$ cat src/sv/wireworld_grid_engine_macros.svh
// Assertion shorthands shared by the RTL
`ifndef WIREWORLD_GRID_ENGINE_MACROS_SVH
`define WIREWORLD_GRID_ENGINE_MACROS_SVH

// Same-cycle implication, sampled on clk, off while rst_n is low
`define WW_ASSERT_NOW(lbl, ante, cons, msg) \
  lbl: assert property (@(posedge clk) disable iff (!rst_n) (ante) |-> (cons)) \
    else $error(msg);

// Next-cycle implication, sampled on clk, off while rst_n is low
`define WW_ASSERT_NEXT(lbl, ante, cons, msg) \
  lbl: assert property (@(posedge clk) disable iff (!rst_n) (ante) |=> (cons)) \
    else $error(msg);

`endif

$ cat src/sv/ww_pkg.sv
`timescale 1ns / 1ps

package ww_pkg;

  localparam int MAX_ROWS_DEF = 64;
  localparam int MAX_COLS_DEF = 64;

  localparam int CFG_W     = 7;
  localparam int CFG_IDX_W = 1;

  localparam logic [CFG_IDX_W-1:0] REG_ROWS = 1'b0;
  localparam logic [CFG_IDX_W-1:0] REG_COLS = 1'b1;

  typedef logic [1:0] cell_t;

  localparam cell_t CELL_EMPTY = 2'd0;
  localparam cell_t CELL_HEAD  = 2'd1;
  localparam cell_t CELL_TAIL  = 2'd2;
  localparam cell_t CELL_WIRE  = 2'd3;

  localparam logic [1:0] FN_WRITE = 2'd0;
  localparam logic [1:0] FN_READ  = 2'd1;
  localparam logic [1:0] FN_GEN   = 2'd2;

  typedef struct packed {
    logic [1:0] func;
    logic [5:0] row;
    logic [5:0] col;
    cell_t      cell_value;
  } in_word_t;

  typedef struct packed {
    cell_t read_value;
    logic  changed;
    logic  out_of_range;
  } out_word_t;

  // Sequencer state
  typedef enum logic [1:0] {
    ST_CLEAR,
    ST_IDLE,
    ST_GEN,
    ST_FLUSH
  } ww_state_t;

  // Per-column control handed from the sequencer to the cell unit
  typedef struct packed {
    logic valid;
    logic first_col;
    logic pad;
    logic top;
    logic bottom;
  } col_ctl_t;

endpackage

$ cat src/sv/ww_cell_unit.sv
`timescale 1ns / 1ps

module ww_cell_unit (
  input  logic              clk,
  input  ww_pkg::col_ctl_t  ctl,
  input  ww_pkg::cell_t     above_d,
  input  ww_pkg::cell_t     cur_d,
  input  ww_pkg::cell_t     below_d,
  output logic              wr_en,
  output ww_pkg::cell_t     wr_val,
  output logic              new_head
);

  // index 2 above, 1 current row, 0 below
  ww_pkg::cell_t [2:0] left_r;
  ww_pkg::cell_t [2:0] mid_r;
  ww_pkg::cell_t [2:0] left_nxt;
  ww_pkg::cell_t [2:0] mid_nxt;
  ww_pkg::cell_t [2:0] fresh;
  logic [3:0]          heads;

  always_comb begin
    fresh[2] = (ctl.pad || ctl.top)    ? ww_pkg::CELL_EMPTY : above_d;
    fresh[1] = ctl.pad                 ? ww_pkg::CELL_EMPTY : cur_d;
    fresh[0] = (ctl.pad || ctl.bottom) ? ww_pkg::CELL_EMPTY : below_d;
  end

  // Eight neighbors of the middle column's center cell
  always_comb begin
    heads = 4'(left_r[2] == ww_pkg::CELL_HEAD) + 4'(left_r[1] == ww_pkg::CELL_HEAD)
          + 4'(left_r[0] == ww_pkg::CELL_HEAD) + 4'(mid_r[2] == ww_pkg::CELL_HEAD)
          + 4'(mid_r[0] == ww_pkg::CELL_HEAD) + 4'(fresh[2] == ww_pkg::CELL_HEAD)
          + 4'(fresh[1] == ww_pkg::CELL_HEAD) + 4'(fresh[0] == ww_pkg::CELL_HEAD);
  end

  always_comb begin
    wr_en    = ctl.valid && !ctl.first_col;
    new_head = 1'b0;
    unique case (mid_r[1])
      ww_pkg::CELL_HEAD: wr_val = ww_pkg::CELL_TAIL;
      ww_pkg::CELL_TAIL: wr_val = ww_pkg::CELL_WIRE;
      ww_pkg::CELL_WIRE: begin
        if (heads == 4'd1 || heads == 4'd2) begin
          wr_val   = ww_pkg::CELL_HEAD;
          new_head = wr_en;
        end else begin
          wr_val = ww_pkg::CELL_WIRE;
        end
      end
      default: wr_val = ww_pkg::CELL_EMPTY;
    endcase
  end

  // Shift the window; a new row starts with an empty column on the left
  always_comb begin
    left_nxt = left_r;
    mid_nxt  = mid_r;
    if (ctl.valid) begin
      left_nxt = ctl.first_col ? {3{ww_pkg::CELL_EMPTY}} : mid_r;
      mid_nxt  = fresh;
    end
  end

  always_ff @(posedge clk) begin
    left_r <= left_nxt;
    mid_r  <= mid_nxt;
  end

endmodule

$ cat config.mk
export PLATFORM = sky130hd
export DESIGN_NAME = ww_cell_unit
export DESIGN_NICKNAME = d
export VERILOG_FILES = /design/src/sv/wireworld_grid_engine_macros.svh /design/src/sv/ww_pkg.sv /design/src/sv/ww_cell_unit.sv
export SDC_FILE = /design/constraint.sdc
export NUM_CORES = 1
export LEC_CHECK = 0
export ABC_AREA = 1
export BUFFER_PORTS_ARGS = -buffer_cell sky130_fd_sc_hd__buf_2
export CORE_MARGIN = 1.5
export CORE_UTILIZATION = 55
export CTS_BUF_LIST = sky130_fd_sc_hd__clkbuf_4
export DETAILED_ROUTE_END_ITERATION = 16
export PLACE_DENSITY = 0.8
export SYNTH_ARGS = -nofsm -noshare
export SYNTH_HDL_FRONTEND = slang
export SYNTH_SLANG_ARGS = --single-unit
$ cat constraint.sdc
create_clock -name clk -period 5.1 [get_ports clk]
set_clock_uncertainty 0.15 [all_clocks]
set_input_delay 0.51 -clock clk [delete_from_list [all_inputs] [get_ports clk]]
set_output_delay 0.51 -clock clk [all_outputs]
set_load 0.1 [all_outputs]
==> key figures <==
Outcome
  • Outcome: finished, final reports clean

Min path
  • Path category of the worst min-delay check: in -> reg

Final layout
  • Final non-filler cell area: approximately 860 sq um
  • Share of final-layout standard cells stronger than drive strength 1: between 20% and 30%
  • Area growth, synth to finish: 15.08%
  • Total inserted antenna cells: 0
  • Final layout net count: around 120

Route
  • Average routed wire per standard cell: around 11 um
  • Wire length after detailed routing: 1205 um
  • Iteration-0 DRC count of the detailed router: 6
  • Via count: slightly above 500
  • Antenna-violating nets left: 0
  • DRC viols: 0
  • Number of iterations in the first detailed-routing pass: 3
  • Vias per inst: roughly 4.6

Worst setup path
  • Cell chain of the critical path: inv_1 > nor2_1 > fa_1 > inv_1 > fa_1 > inv_1 > fa_1 > ha_1 > fa_1 > inv_1 > nand2_2 > nand2_2 > nor2_4 > nand2_2 > nor2_2 > buf_2
  • Worst Path Max Fanout: 2
  • Crit path capture: new_head
  • Req. time, crit path: about 4.4 ns
  • Worst EP arrival: approximately 4.0 ns
  • Category of the worst setup path capture point: output pin
  • Worst setup path class: reg -> out
  • Worst Setup SP: left_r[4]
  • Reg-to-reg setup timing slack: ~4.2 ns
  • Endpoint of the worst register-to-register path: left_r[3]
  • Longest individual stage delay on the worst path: approximately 0.55 ns
  • Worst setup SP type: flop
  • Worst reg2reg path depth: 2
  • Critical-path top delay cell: sky130_fd_sc_hd__fa_1
  • Reg2Reg Launch Point: mid_r[3]

Yosys
  • Cell with the most instances after synthesis: sky130_fd_sc_hd__inv_1
  • Syn Area/Cell: between 9 and 10 sq um
  • Distinct cells, synth: 18
  • Mapped cell area: between 700 and 800 sq um
  • Most area-consuming cells after synthesis: sky130_fd_sc_hd__edfxtp_1 (48%), sky130_fd_sc_hd__inv_1 (11%), sky130_fd_sc_hd__fa_1 (11%)
  • Cell taking the most area after synthesis: sky130_fd_sc_hd__edfxtp_1
  • EDFF count, synth: 12
  • Number of synthesized register bits: 12
  • Warnings from Yosys: 0
  • Sequential share of the synthesized area: approximately half
  • Prevailing post-synth register cell: sky130_fd_sc_hd__edfxtp_1
  • Instance count of the mapped netlist: 78
  • Most common library cells after synthesis: sky130_fd_sc_hd__inv_1 (22), sky130_fd_sc_hd__nor2_1 (14), sky130_fd_sc_hd__edfxtp_1 (12)
  • Top cell type's share of synthesized area: around 48%
  • Number of nets in the synthesized netlist: 97
  • Proportion of register bits with asynchronous set or reset after synthesis: 0%

Timing
  • Max-slew headroom at the worst pin: about two thirds
  • Setup Total Neg Slack: 0 ns
  • Final count of negative-setup-slack endpoints: 0
  • Peak Freq: 215.4 MHz
  • Crit path time final: between 4 and 5 ns
  • Max-slew violation total from the final report: 0
  • Hold violation count in the final report: 0
  • Unrepaired setup endpoints after global routing: false
  • Final clock period utilization by the worst path: between 90% and 100%
  • Transition time at the pin with the least slew margin: roughly 0.48 ns

Global routing
  • Antenna violations before repair: 0
  • Global-route usage over all layers: about 19%
  • Global route total overflow: 0
  • Wire length of the first global-routing pass: approximately 1900 um
  • Largest net degree at the start of global routing: 14
  • Number of global-route vias before repair: between 400 and 500

Placement
  • Post-detailed-placement cell area: 837.1 sq um
  • Sum of net half-perimeters after detailed placement: 984 um
  • Port bufs: 15
  • Routability congestion estimate from global placement: 0.7781

Power and ir drop
  • Internal power component: ~170 uW
  • Static Leakage: between 0.4 and 0.5 nW
  • Portion of total power attributed to the clock network: between 20% and 30%
  • Part of the power in registers: a little under half
  • Switching power share of the total: a little over a third
  • Power spent charging and discharging nets: slightly above 90 uW
  • Power density of the placed cells: slightly above 300 nW/um^2
  • Total Power: approximately 260 uW
  • Part of the power in combinational logic: between 30 and 40%
  • Worst IR Drop VDD: 0.0001683 V

Clocking
  • Total number of clock tree sinks: 12
  • CTS tree: yes
  • Count of hold buffers inserted by post-cts repair: 0
  • Clock edge transition at the registers on the reported setup and hold paths: 0.07 ns
  • Total CTS buffers: 3
  • Count of cells resized by post-cts repair: 0
  • H-tree depth reported by CTS: 1
  • Cell at the root of the clock tree: sky130_fd_sc_hd__clkbuf_4
  • Post-CTS Setup Bufs: 0
  • Clock latency of the later-clocked register in the worst-skew pair: between 0.2 and 0.3 ns
  • Worst-case clock buffer depth: 2

Floorplanning
  • Num rows: 13
  • Num ports: 16
  • Vertical die dimension: 39.85 um
  • Initial core utilization: about three fifths
  • Floorplan Core Area: between 1000 and 1500 sq um
  • Overall die width: approximately 40 um
  • Area of the die: about 1600 sq um

Job
  • Max cap viols: 0
[power by group through the flow]
stage | clock [mW] | combinational (mW) | sequential (mW)
after floorplan | 0 | 0.0661 | 0.120
final | 0.0587 | 0.0847 | 0.119
after detailed placement | 0 | 0.0855 | 0.121
after global placement | 0 | 0.0802 | 0.121
after global routing | 0.0609 | 0.0933 | 0.120
after CTS | 0.0588 | 0.0851 | 0.119
[flip-flops by register name (all words and copies together) (netlist names)]
name and cells:
left_r 6, mid_r 6
[critical path, delay by kind of cell, from the launching register on]
family / cells / cell delay [ns]
adder cells (fa/ha/maj): 5 / 2.33
buffers and inverters: 5 / 0.66
flip-flops: 1 / 0.35
AND/OR/NAND/NOR: 6 / 0.36
[cell families after synthesis]
family	share of synthesized area (%)
flip-flops	48.24
buffers and inverters	12.06
AND/OR/NAND/NOR	23.28
adder cells (fa/ha/maj)	15.75
AO/OA/AOI/OAI	0.6694
[how the worst min path moves through the flow]
| stage | from | end | depth (start not counted) |
|---|---|---|---|
| global route | ctl[1] | mid_r[4] | 2 |
| floorplan | mid_r[0] | left_r[0] | 2 |
| detailed placement | mid_r[4] | left_r[4] | 2 |
| CTS | ctl[1] | mid_r[4] | 2 |
| global placement | mid_r[4] | left_r[4] | 2 |
| finish | ctl[1] | mid_r[4] | 2 |
[placed cells by master, fill, tap and decap left out, drive strengths merged]
cell	count
a21oi	1
buf	15
clkbuf	3
clkinv	1
edfxtp	12
fa	4
ha	3
inv	22
nand2	11
nand3	1
nor2	17
nor3	2
nor3b	2
nor4	1
[layout make-up]
cell class                      instances  area (sq um)
Multi-Input combinational cell         42         296.5
Clock buffer                            3         22.52
Sequential cell                        12         360.3
Tap cell                               15         18.77
Timing Repair Buffer                   15         75.07
Inverter                               23         86.33
Fill cell                             112         425.4
[through the flow]
stage          hold slack (ns)  util [%]  instances  setup slack, ns
2_1_floorplan           0.3663         -         78          0.02730
3_3_place_gp            0.3808     65.14        107           0.8429
3_5_place_dp            0.3934     65.14        107           0.7311
4_1_cts                 0.3855     66.89        110           0.4421
5_1_grt                 0.3883     66.89        110           0.2732
6_report                0.3861     66.89        110           0.4581
[per-layer routing]
metal | track usage (%) | routed length (um) | share of wire [%]
met1 | 20.74 | 491 | 41
met2 | 34.02 | 650 | 54
met3 | 5.114 | 55 | 4.6
met4 | 11.21 | 8 | 0.66
met5 | 0 | 0 | 0
(Power assumes the default switching activity.)
