[config.mk]
export PLATFORM = sky130hd
export DESIGN_NAME = ww_row_buf
export DESIGN_NICKNAME = d
export VERILOG_FILES = /design/src/sv/wireworld_grid_engine_macros.svh /design/src/sv/ww_pkg.sv /design/src/sv/ww_row_buf.sv
export SDC_FILE = /design/constraint.sdc
export NUM_CORES = 1
export LEC_CHECK = 0
export BUFFER_PORTS_ARGS = -buffer_cell sky130_fd_sc_hd__buf_4
export CAP_MARGIN = 30
export CORE_MARGIN = 3
export CORE_UTILIZATION = 48
export CTS_BUF_LIST = sky130_fd_sc_hd__clkbuf_4 sky130_fd_sc_hd__clkbuf_8
export DETAILED_ROUTE_END_ITERATION = 12
export GPL_ROUTABILITY_DRIVEN = 0
export MAX_ROUTING_LAYER = met4
export SLEW_MARGIN = 5
export SYNTH_ARGS = -nofsm -noshare
export SYNTH_HDL_FRONTEND = slang
export SYNTH_SLANG_ARGS = --single-unit
[constraint.sdc]
create_clock -name clk -period 2.29 [get_ports clk]
set_clock_uncertainty 0.05 [all_clocks]
set_input_delay 0.458 -clock clk [delete_from_list [all_inputs] [get_ports clk]]
set_output_delay 0.458 -clock clk [all_outputs]
set_load 0.01 [all_outputs]
[src/sv/wireworld_grid_engine_macros.svh]
// Assertion shorthands shared by the RTL
`ifndef WIREWORLD_GRID_ENGINE_MACROS_SVH
`define WIREWORLD_GRID_ENGINE_MACROS_SVH

// Same-cycle implication, sampled on clk, off while rst_n is low
`define WW_ASSERT_NOW(lbl, ante, cons, msg) \
  lbl: assert property (@(posedge clk) disable iff (!rst_n) (ante) |-> (cons)) \
    else $error(msg);

// Next-cycle implication, sampled on clk, off while rst_n is low
`define WW_ASSERT_NEXT(lbl, ante, cons, msg) \
  lbl: assert property (@(posedge clk) disable iff (!rst_n) (ante) |=> (cons)) \
    else $error(msg);

`endif

[src/sv/ww_pkg.sv]
`timescale 1ns / 1ps

package ww_pkg;

  localparam int MAX_ROWS_DEF = 64;
  localparam int MAX_COLS_DEF = 64;

  localparam int CFG_W     = 7;
  localparam int CFG_IDX_W = 1;

  localparam logic [CFG_IDX_W-1:0] REG_ROWS = 1'b0;
  localparam logic [CFG_IDX_W-1:0] REG_COLS = 1'b1;

  typedef logic [1:0] cell_t;

  localparam cell_t CELL_EMPTY = 2'd0;
  localparam cell_t CELL_HEAD  = 2'd1;
  localparam cell_t CELL_TAIL  = 2'd2;
  localparam cell_t CELL_WIRE  = 2'd3;

  localparam logic [1:0] FN_WRITE = 2'd0;
  localparam logic [1:0] FN_READ  = 2'd1;
  localparam logic [1:0] FN_GEN   = 2'd2;

  typedef struct packed {
    logic [1:0] func;
    logic [5:0] row;
    logic [5:0] col;
    cell_t      cell_value;
  } in_word_t;

  typedef struct packed {
    cell_t read_value;
    logic  changed;
    logic  out_of_range;
  } out_word_t;

  // Sequencer state
  typedef enum logic [1:0] {
    ST_CLEAR,
    ST_IDLE,
    ST_GEN,
    ST_FLUSH
  } ww_state_t;

  // Per-column control handed from the sequencer to the cell unit
  typedef struct packed {
    logic valid;
    logic first_col;
    logic pad;
    logic top;
    logic bottom;
  } col_ctl_t;

endpackage

[src/sv/ww_row_buf.sv]
`timescale 1ns / 1ps

module ww_row_buf #(
  parameter int CW = 6
) (
  input  logic              clk,
  input  logic              we,
  input  logic [CW-1:0]     waddr,
  input  ww_pkg::cell_t     wdata,
  input  logic [CW-1:0]     raddr,
  output ww_pkg::cell_t     rdata
);

  localparam int DEPTH = 1 << CW;

  ww_pkg::cell_t buf_r [DEPTH];
  ww_pkg::cell_t rdata_r;

  // read-first: a read and a write at one address return the old cell
  always_ff @(posedge clk) begin
    if (we) begin
      buf_r[waddr] <= wdata;
    end
    rdata_r <= buf_r[raddr];
  end

  assign rdata = rdata_r;

endmodule

==> results of run 1 <==
[registers in the layout (all words and copies together), names as in the netlist]
register,flops
rdata,2
buf_r,128
[worst min-delay path by stage]
stage | start | to | slack [ps] | depth (start not counted)
after floorplan | wdata[0] | buf_r[0][0] | 510 | 0
after global placement | raddr[5] | rdata[1] | 710 | 2
after detailed placement | raddr[5] | rdata[1] | 700 | 2
after CTS | raddr[5] | rdata[1] | 230 | 2
after global routing | raddr[5] | rdata[1] | 250 | 2
final | raddr[5] | rdata[1] | 270 | 2
[power by group]
| part | switching [mW] | total, mW | internal, mW |
|---|---|---|---|
| logic | 0.173 | 0.288 | 0.115 |
| registers | 0.00577 | 2.64 | 2.63 |
| clock network | 0.829 | 1.72 | 0.890 |
| total | 1.01 | 4.64 | 3.64 |
[worst max-delay path, stage by stage, from the launching register on]
cell and delay [ps]:
edfxtp_1 400, mux4_2 490, a22o_1 220, o21ai_0 180
a21oi_1 120, a211o_1 240
[through the flow]
| step | setup WS [ps] | total power, mW | hold WS [ps] | area, sq um | utilization |
|---|---|---|---|---|---|
| 2_1_floorplan | 305 | 2.86 | 507 | 5400 | - |
| 3_3_place_gp | 88.2 | 2.98 | 711 | 5660 | 0.518 |
| 3_5_place_dp | 93.5 | 2.98 | 703 | 5660 | 0.518 |
| 4_1_cts | 462 | 4.70 | 231 | 6020 | 0.550 |
| 5_1_grt | 354 | 4.84 | 248 | 6020 | 0.550 |
| 6_report | 482 | 4.64 | 267 | 6020 | 0.550 |
[layout make-up]
| type | instances | share of cell area |
|---|---|---|
| Timing Repair Buffer | 21 | 0.0304 |
| Multi-Input combinational cell | 176 | 0.236 |
| Clock inverter | 10 | 0.0148 |
| Inverter | 1 | 0.000624 |
| Sequential cell | 130 | 0.646 |
| Clock buffer | 21 | 0.0439 |
| Tap cell | 140 | 0.0291 |
[metal layers]
layer / share of wire / routed length [um]
met1: 0.44 / 5000
met2: 0.49 / 5560
met3: 0.054 / 612
met4: 0.0072 / 81
met5: 0 / 0
[placed cells by master, fill, tap and decap left out, drive strengths merged, types with 2 or more instances in the layout]
cell      instances
edfxtp          128
nor2             70
mux4             29
buf              21
clkbuf           21
nand2            14
nor2b             7
nand3             7
a22oi             6
mux2i             5
clkinv            5
nand2b            4
nand3b            4
clkinvlp          4
o21ai             3
a311oi            3
a21oi             2
a21o              2
a22o              2
nor3              2
nand4             2
dfxtp             2
[cells by family (layout without fill, tap and decap cells)]
group,Yosys count,in the layout,synth area share
flops,130,130,0.720
simple gates,116,116,0.0962
mux,35,35,0.132
compound gates,25,25,0.0341
buf+inv,18,53,0.0178
==> impl_metrics.ini, run 1 <==
[setup_path]
r2r-start = buf_r[51][0]
critPathCaptureType = register
critical_path_class = reg2reg
worst-r2r-setup-slack_ps = 480
rr_worst_depth = 5
worstSetupStartpointType = register
cp_data_required_time_ps = 2550
cp_max_fo = 1
capturing_point_of_the_worst_reg2reg_path = rdata[0]
crit_path_end = rdata[0]
crit_path_start = buf_r[51][0]
worst-endpoint-arrival_ps = 2070

[synthesis]
syn_nets = 340
synth_top_area_cell = edfxtp_1
synth_cell_type_count = 37
synth-seq-area-share = 0.720
syn_avg_cell_area_sq_um = 16.7
post_synth_inst_count = 324
ys_top_cells_by_count = edfxtp_1 (128), nor2_1 (70), mux4_2 (29), nand2_1 (14), clkbuf_1 (11)
synth_flop_cell = edfxtp_1
synth_area_leaders = edfxtp_1 (71%), mux4_2 (12%), nor2_1 (4.9%), nand2_1 (0.97%), mux2i_1 (0.93%)
synth_area_sq_mm = 0.00540
synth_edf_count = 128
share_of_synthesized_flip_flops_with_an_asynchronous_set_or_reset = 0
synth.most_common_cell = edfxtp_1
synth_seq_cells = 130
synthesis.yosys.warnings = 0
post-synth-top-area-fraction = 0.712

[worst_hold_path]
min_path_type = in2reg

[clock_tree]
htreeDepth = 4
clk-insertion-delay-late_ps = 430
clkTransAtPathRegs_ps = 70
tritoncts = built
postCtsResizedCells = 0
cts.hold.buffers_added = 0
cts.sink_count = 130
postCtsSetupRepairBufs = 0
clock_path_buffers = 2
cts_inserted_buffers = 17
cts_root_buffer = clkbuf_8

[timing]
max_slew_margin = 0.575
rsz0062_at_grt = false
timing.fmax_ghz = 0.553
setup_viol = 0
period_share = 0.789
report.final.slew_viol_count = 0
finalHoldViolCount = 0
timing_worst_slew_pin_value_ps = 637
finalWorstPathRequiredPeriod_ps = 1810
fin_setup_tns_ps = 0

[grt]
gr-usage-met3 = 0.0566
gr-usage-all-layers = 0.199
grt-ovfl-total = 0
grt_start_max_net_pins = 65
first_global_vias = 3047
grt_util_met1 = 0.273
grt_pass1_wl_um = 17600
globalRoute.busiestLayer = met2
grt_antenna_before_repair = 0
grt_use_met2 = 0.298

[floorplan]
chipHeight_um = 112
io-pin-count = 18
chipWidth_um = 112
core.rowCount = 38
fp.coreArea_sq_mm = 0.0109
die_area_sq_mm = 0.0126
start_util = 0.494

[routing]
route.detailed.vias_per_inst = 5.77
route.final.wire_length_um = 11300
final_antenna_net_count = 0
routed_wire_length_per_instance_um = 22.5
drc = 0
dr_total_vias = 2881
detail_route.iter0.violations = 275
detail_route.first_pass.iterations = 5

[finish]
num_antenna_cells = 0
area.sequential_sq_mm = 0.00388
drive_gt1_frac = 0.231
area_growth_syn_to_layout_pct = 11.5
number_of_nets_in_the_layout = 363
number_of_fill_cells_in_the_layout = 885
post_layout_cell_count = 499
multi_input_area_sq_mm = 0.00142

[flow_run]
max-cap-violations = 0

[run_status]
status = finished clean

[power]
p_per_area_mw_per_mm2 = 772
static-leakage-power_nw = 1.87
vdd.ir_drop.worst_v = 0.000588

[place]
io_buffers = 17
placed_wire_length_estimate_after_detailed_placement_um = 7100
place.detailed.instances = 468
No activity file was read; power rests on OpenSTA's default activity.
==> run 2, diff against run 1 <==
--- a/config.mk
+++ b/config.mk
@@ -13,6 +13,7 @@
 export DETAILED_ROUTE_END_ITERATION = 12
 export GPL_ROUTABILITY_DRIVEN = 0
 export MAX_ROUTING_LAYER = met4
+export PLACE_DENSITY = 0.67
 export SLEW_MARGIN = 5
 export SYNTH_ARGS = -nofsm -noshare
 export SYNTH_HDL_FRONTEND = slang
==> constraint.sdc (replaced) <==
create_clock -name clk -period 1.6 [get_ports clk]
set_clock_uncertainty 0.05 [all_clocks]
set_input_delay 0.32 -clock clk [delete_from_list [all_inputs] [get_ports clk]]
set_output_delay 0.32 -clock clk [all_outputs]
set_load 0.01 [all_outputs]
==> impl_metrics.ini, run 2 (synthesized netlist as in run 1, its figures left out) <==
[setup_path]
cp_cell_sequence = mux4_2, a22o_1, o21ai_1, a21oi_1, a211o_1
critical_path_class = reg2reg
worst-r2r-setup-slack_ps = -120
cp_data_required_time_ps = 1870
worstSetupStartpointType = register
rr_worst_depth = 5
r2r-start = buf_r[35][0]
critical-path-slowest-cell = mux4_2
cp_max_fo = 1
capturing_point_of_the_worst_reg2reg_path = rdata[0]
critPathCaptureType = register
worst-endpoint-arrival_ps = 1990
slowest_delay_ps = 490

[floorplan]
io-pin-count = 18
die_area_sq_mm = 0.0126
chipWidth_um = 112
fp.coreArea_sq_mm = 0.0109
chipHeight_um = 112
start_util = 0.494
core.rowCount = 38

[clock_tree]
clkTransAtPathRegs_ps = 70
cts_root_buffer = clkbuf_8
tritoncts = built
htreeDepth = 4
postCtsSetupRepairBufs = 0
clock_path_buffers = 2
cts_inserted_buffers = 17
cts.sink_count = 130
cts.hold.buffers_added = 0
clk-insertion-delay-late_ps = 440

[power]
p_per_area_mw_per_mm2 = 1110
total_power_mw = 7.20
sw_ratio = 0.208
sequentialPowerShare = 0.524
power_switching_mw = 1.50
power.combinational.fraction = 0.069
vdd.ir_drop.worst_v = 0.000527
clkPwrFrac = 0.407
p_int_mw = 5.70
static-leakage-power_nw = 2.11

[grt]
grt_pass1_wl_um = 18100
grt-ovfl-total = 0
grt_start_max_net_pins = 65
grt_antenna_before_repair = 0
gr-usage-all-layers = 0.201
first_global_vias = 3318

[finish]
postLayoutCellArea_sq_mm = 0.00647
num_antenna_cells = 0
area_growth_syn_to_layout_pct = 19.8
layout.cells.most_common_list = edfxtp_1 (128), nor2_1 (70), buf_4 (57)
largest_reg_flops = 128
layout.cells.most_common = edfxtp_1
number_of_nets_in_the_layout = 404
drive_gt1_frac = 0.319
max_flop_register = buf_r
number_of_fill_cells_in_the_layout = 815

[worst_hold_path]
holdCritStartpoint = raddr[5]
min_path_type = in2reg
hold-path-endpoint = rdata[1]
holdPathStages = 2

[timing]
timing_worst_slew_pin_value_ps = 598
finalWorstPathRequiredPeriod_ps = 1720
rsz0062_at_grt = true
setup_viol = 1
finalHoldViolCount = 0
period_share = 1.07
max_slew_margin = 0.602
hold-worst-slack_ps = 119
timing.final.ws_setup_ps = -116
report.final.slew_viol_count = 0
timing.fmax_ghz = 0.583

[place]
placed_wire_length_estimate_after_detailed_placement_um = 7710
dpl-instance-area_sq_mm = 0.00601
io_buffers = 17

[routing]
route.final.wire_length_um = 11200
detail_route.iter0.violations = 279
detail_route.first_pass.iterations = 5
wirelength_met1_um = 4670
routed_wire_length_per_instance_um = 20.8
wl_met3_um = 649
dr_total_vias = 3073
met2_wirelength_um = 5720
drc = 0
route.detailed.vias_per_inst = 5.68
route.top_layer_used = met4
final_antenna_net_count = 0

[run_status]
failed_checks = negative setup slack
status = finished, violations left

[flow_run]
max-cap-violations = 0
run 2: how the worst max path moves through the flow:
| stage | from | to | cells after the start |
|---|---|---|---|
| final | buf_r[35][0] | rdata[0] | 5 |
| after global routing | buf_r[39][0] | rdata[0] | 5 |
| after CTS | buf_r[39][0] | rdata[0] | 5 |
| after detailed placement | raddr[0] | rdata[0] | 7 |
| after global placement | raddr[0] | rdata[0] | 7 |
| after floorplan | raddr[0] | rdata[0] | 7 |
run 2: area by class of cell:
type	instances	area (sq um)	area share
flip-flops and latches	130	3880	0.601
multi-input cells	176	1450	0.224
repair buffers	62	528	0.0816
clock buffers	18	241	0.0373
clock inverters	14	188	0.0290
well taps	140	175	0.0271
inverters	1	3.75	0.000580
run 2: critical path: cells and delay by family (launching register included):
kind / cells / cell delay (ps)
flip-flops: 1 / 400
AO/OA/AOI/OAI: 4 / 680
multiplexers: 1 / 490
run 2: power groups by stage:
stage,logic (mW),registers [mW],clock network [mW]
floorplan,0.246,3.85,0
global placement,0.483,3.85,0
detailed placement,0.491,3.85,0
CTS,0.494,3.78,2.97
global route,0.536,3.77,3.16
finish,0.495,3.78,2.93
run 2: routing by layer:
| layer | vias up | track usage |
|---|---|---|
| li1 | 1402 | - |
| met5 | - | - |
| met1 | 1555 | 0.251 |
| met3 | 20 | 0.0523 |
| met2 | 96 | 0.324 |
| met4 | 0 | 0.0713 |
run 2: metrics by stage:
step	setup TNS, ps	worst slack, ps	utilization	cells
3_5_place_dp	-1900	-461	0.549	509
4_1_cts	-123	-123	0.589	541
2_1_floorplan	-282	-185	-	324
5_1_grt	-244	-169	0.591	541
6_report	-116	-116	0.591	541
3_3_place_gp	-1110	-440	0.549	509
run 2: timing repair:
action	in CTS	in global routing
setup endpoints to repair	2	2
hold endpoints to repair	0	0
gates resized for setup	2	5
pin swaps	0	2
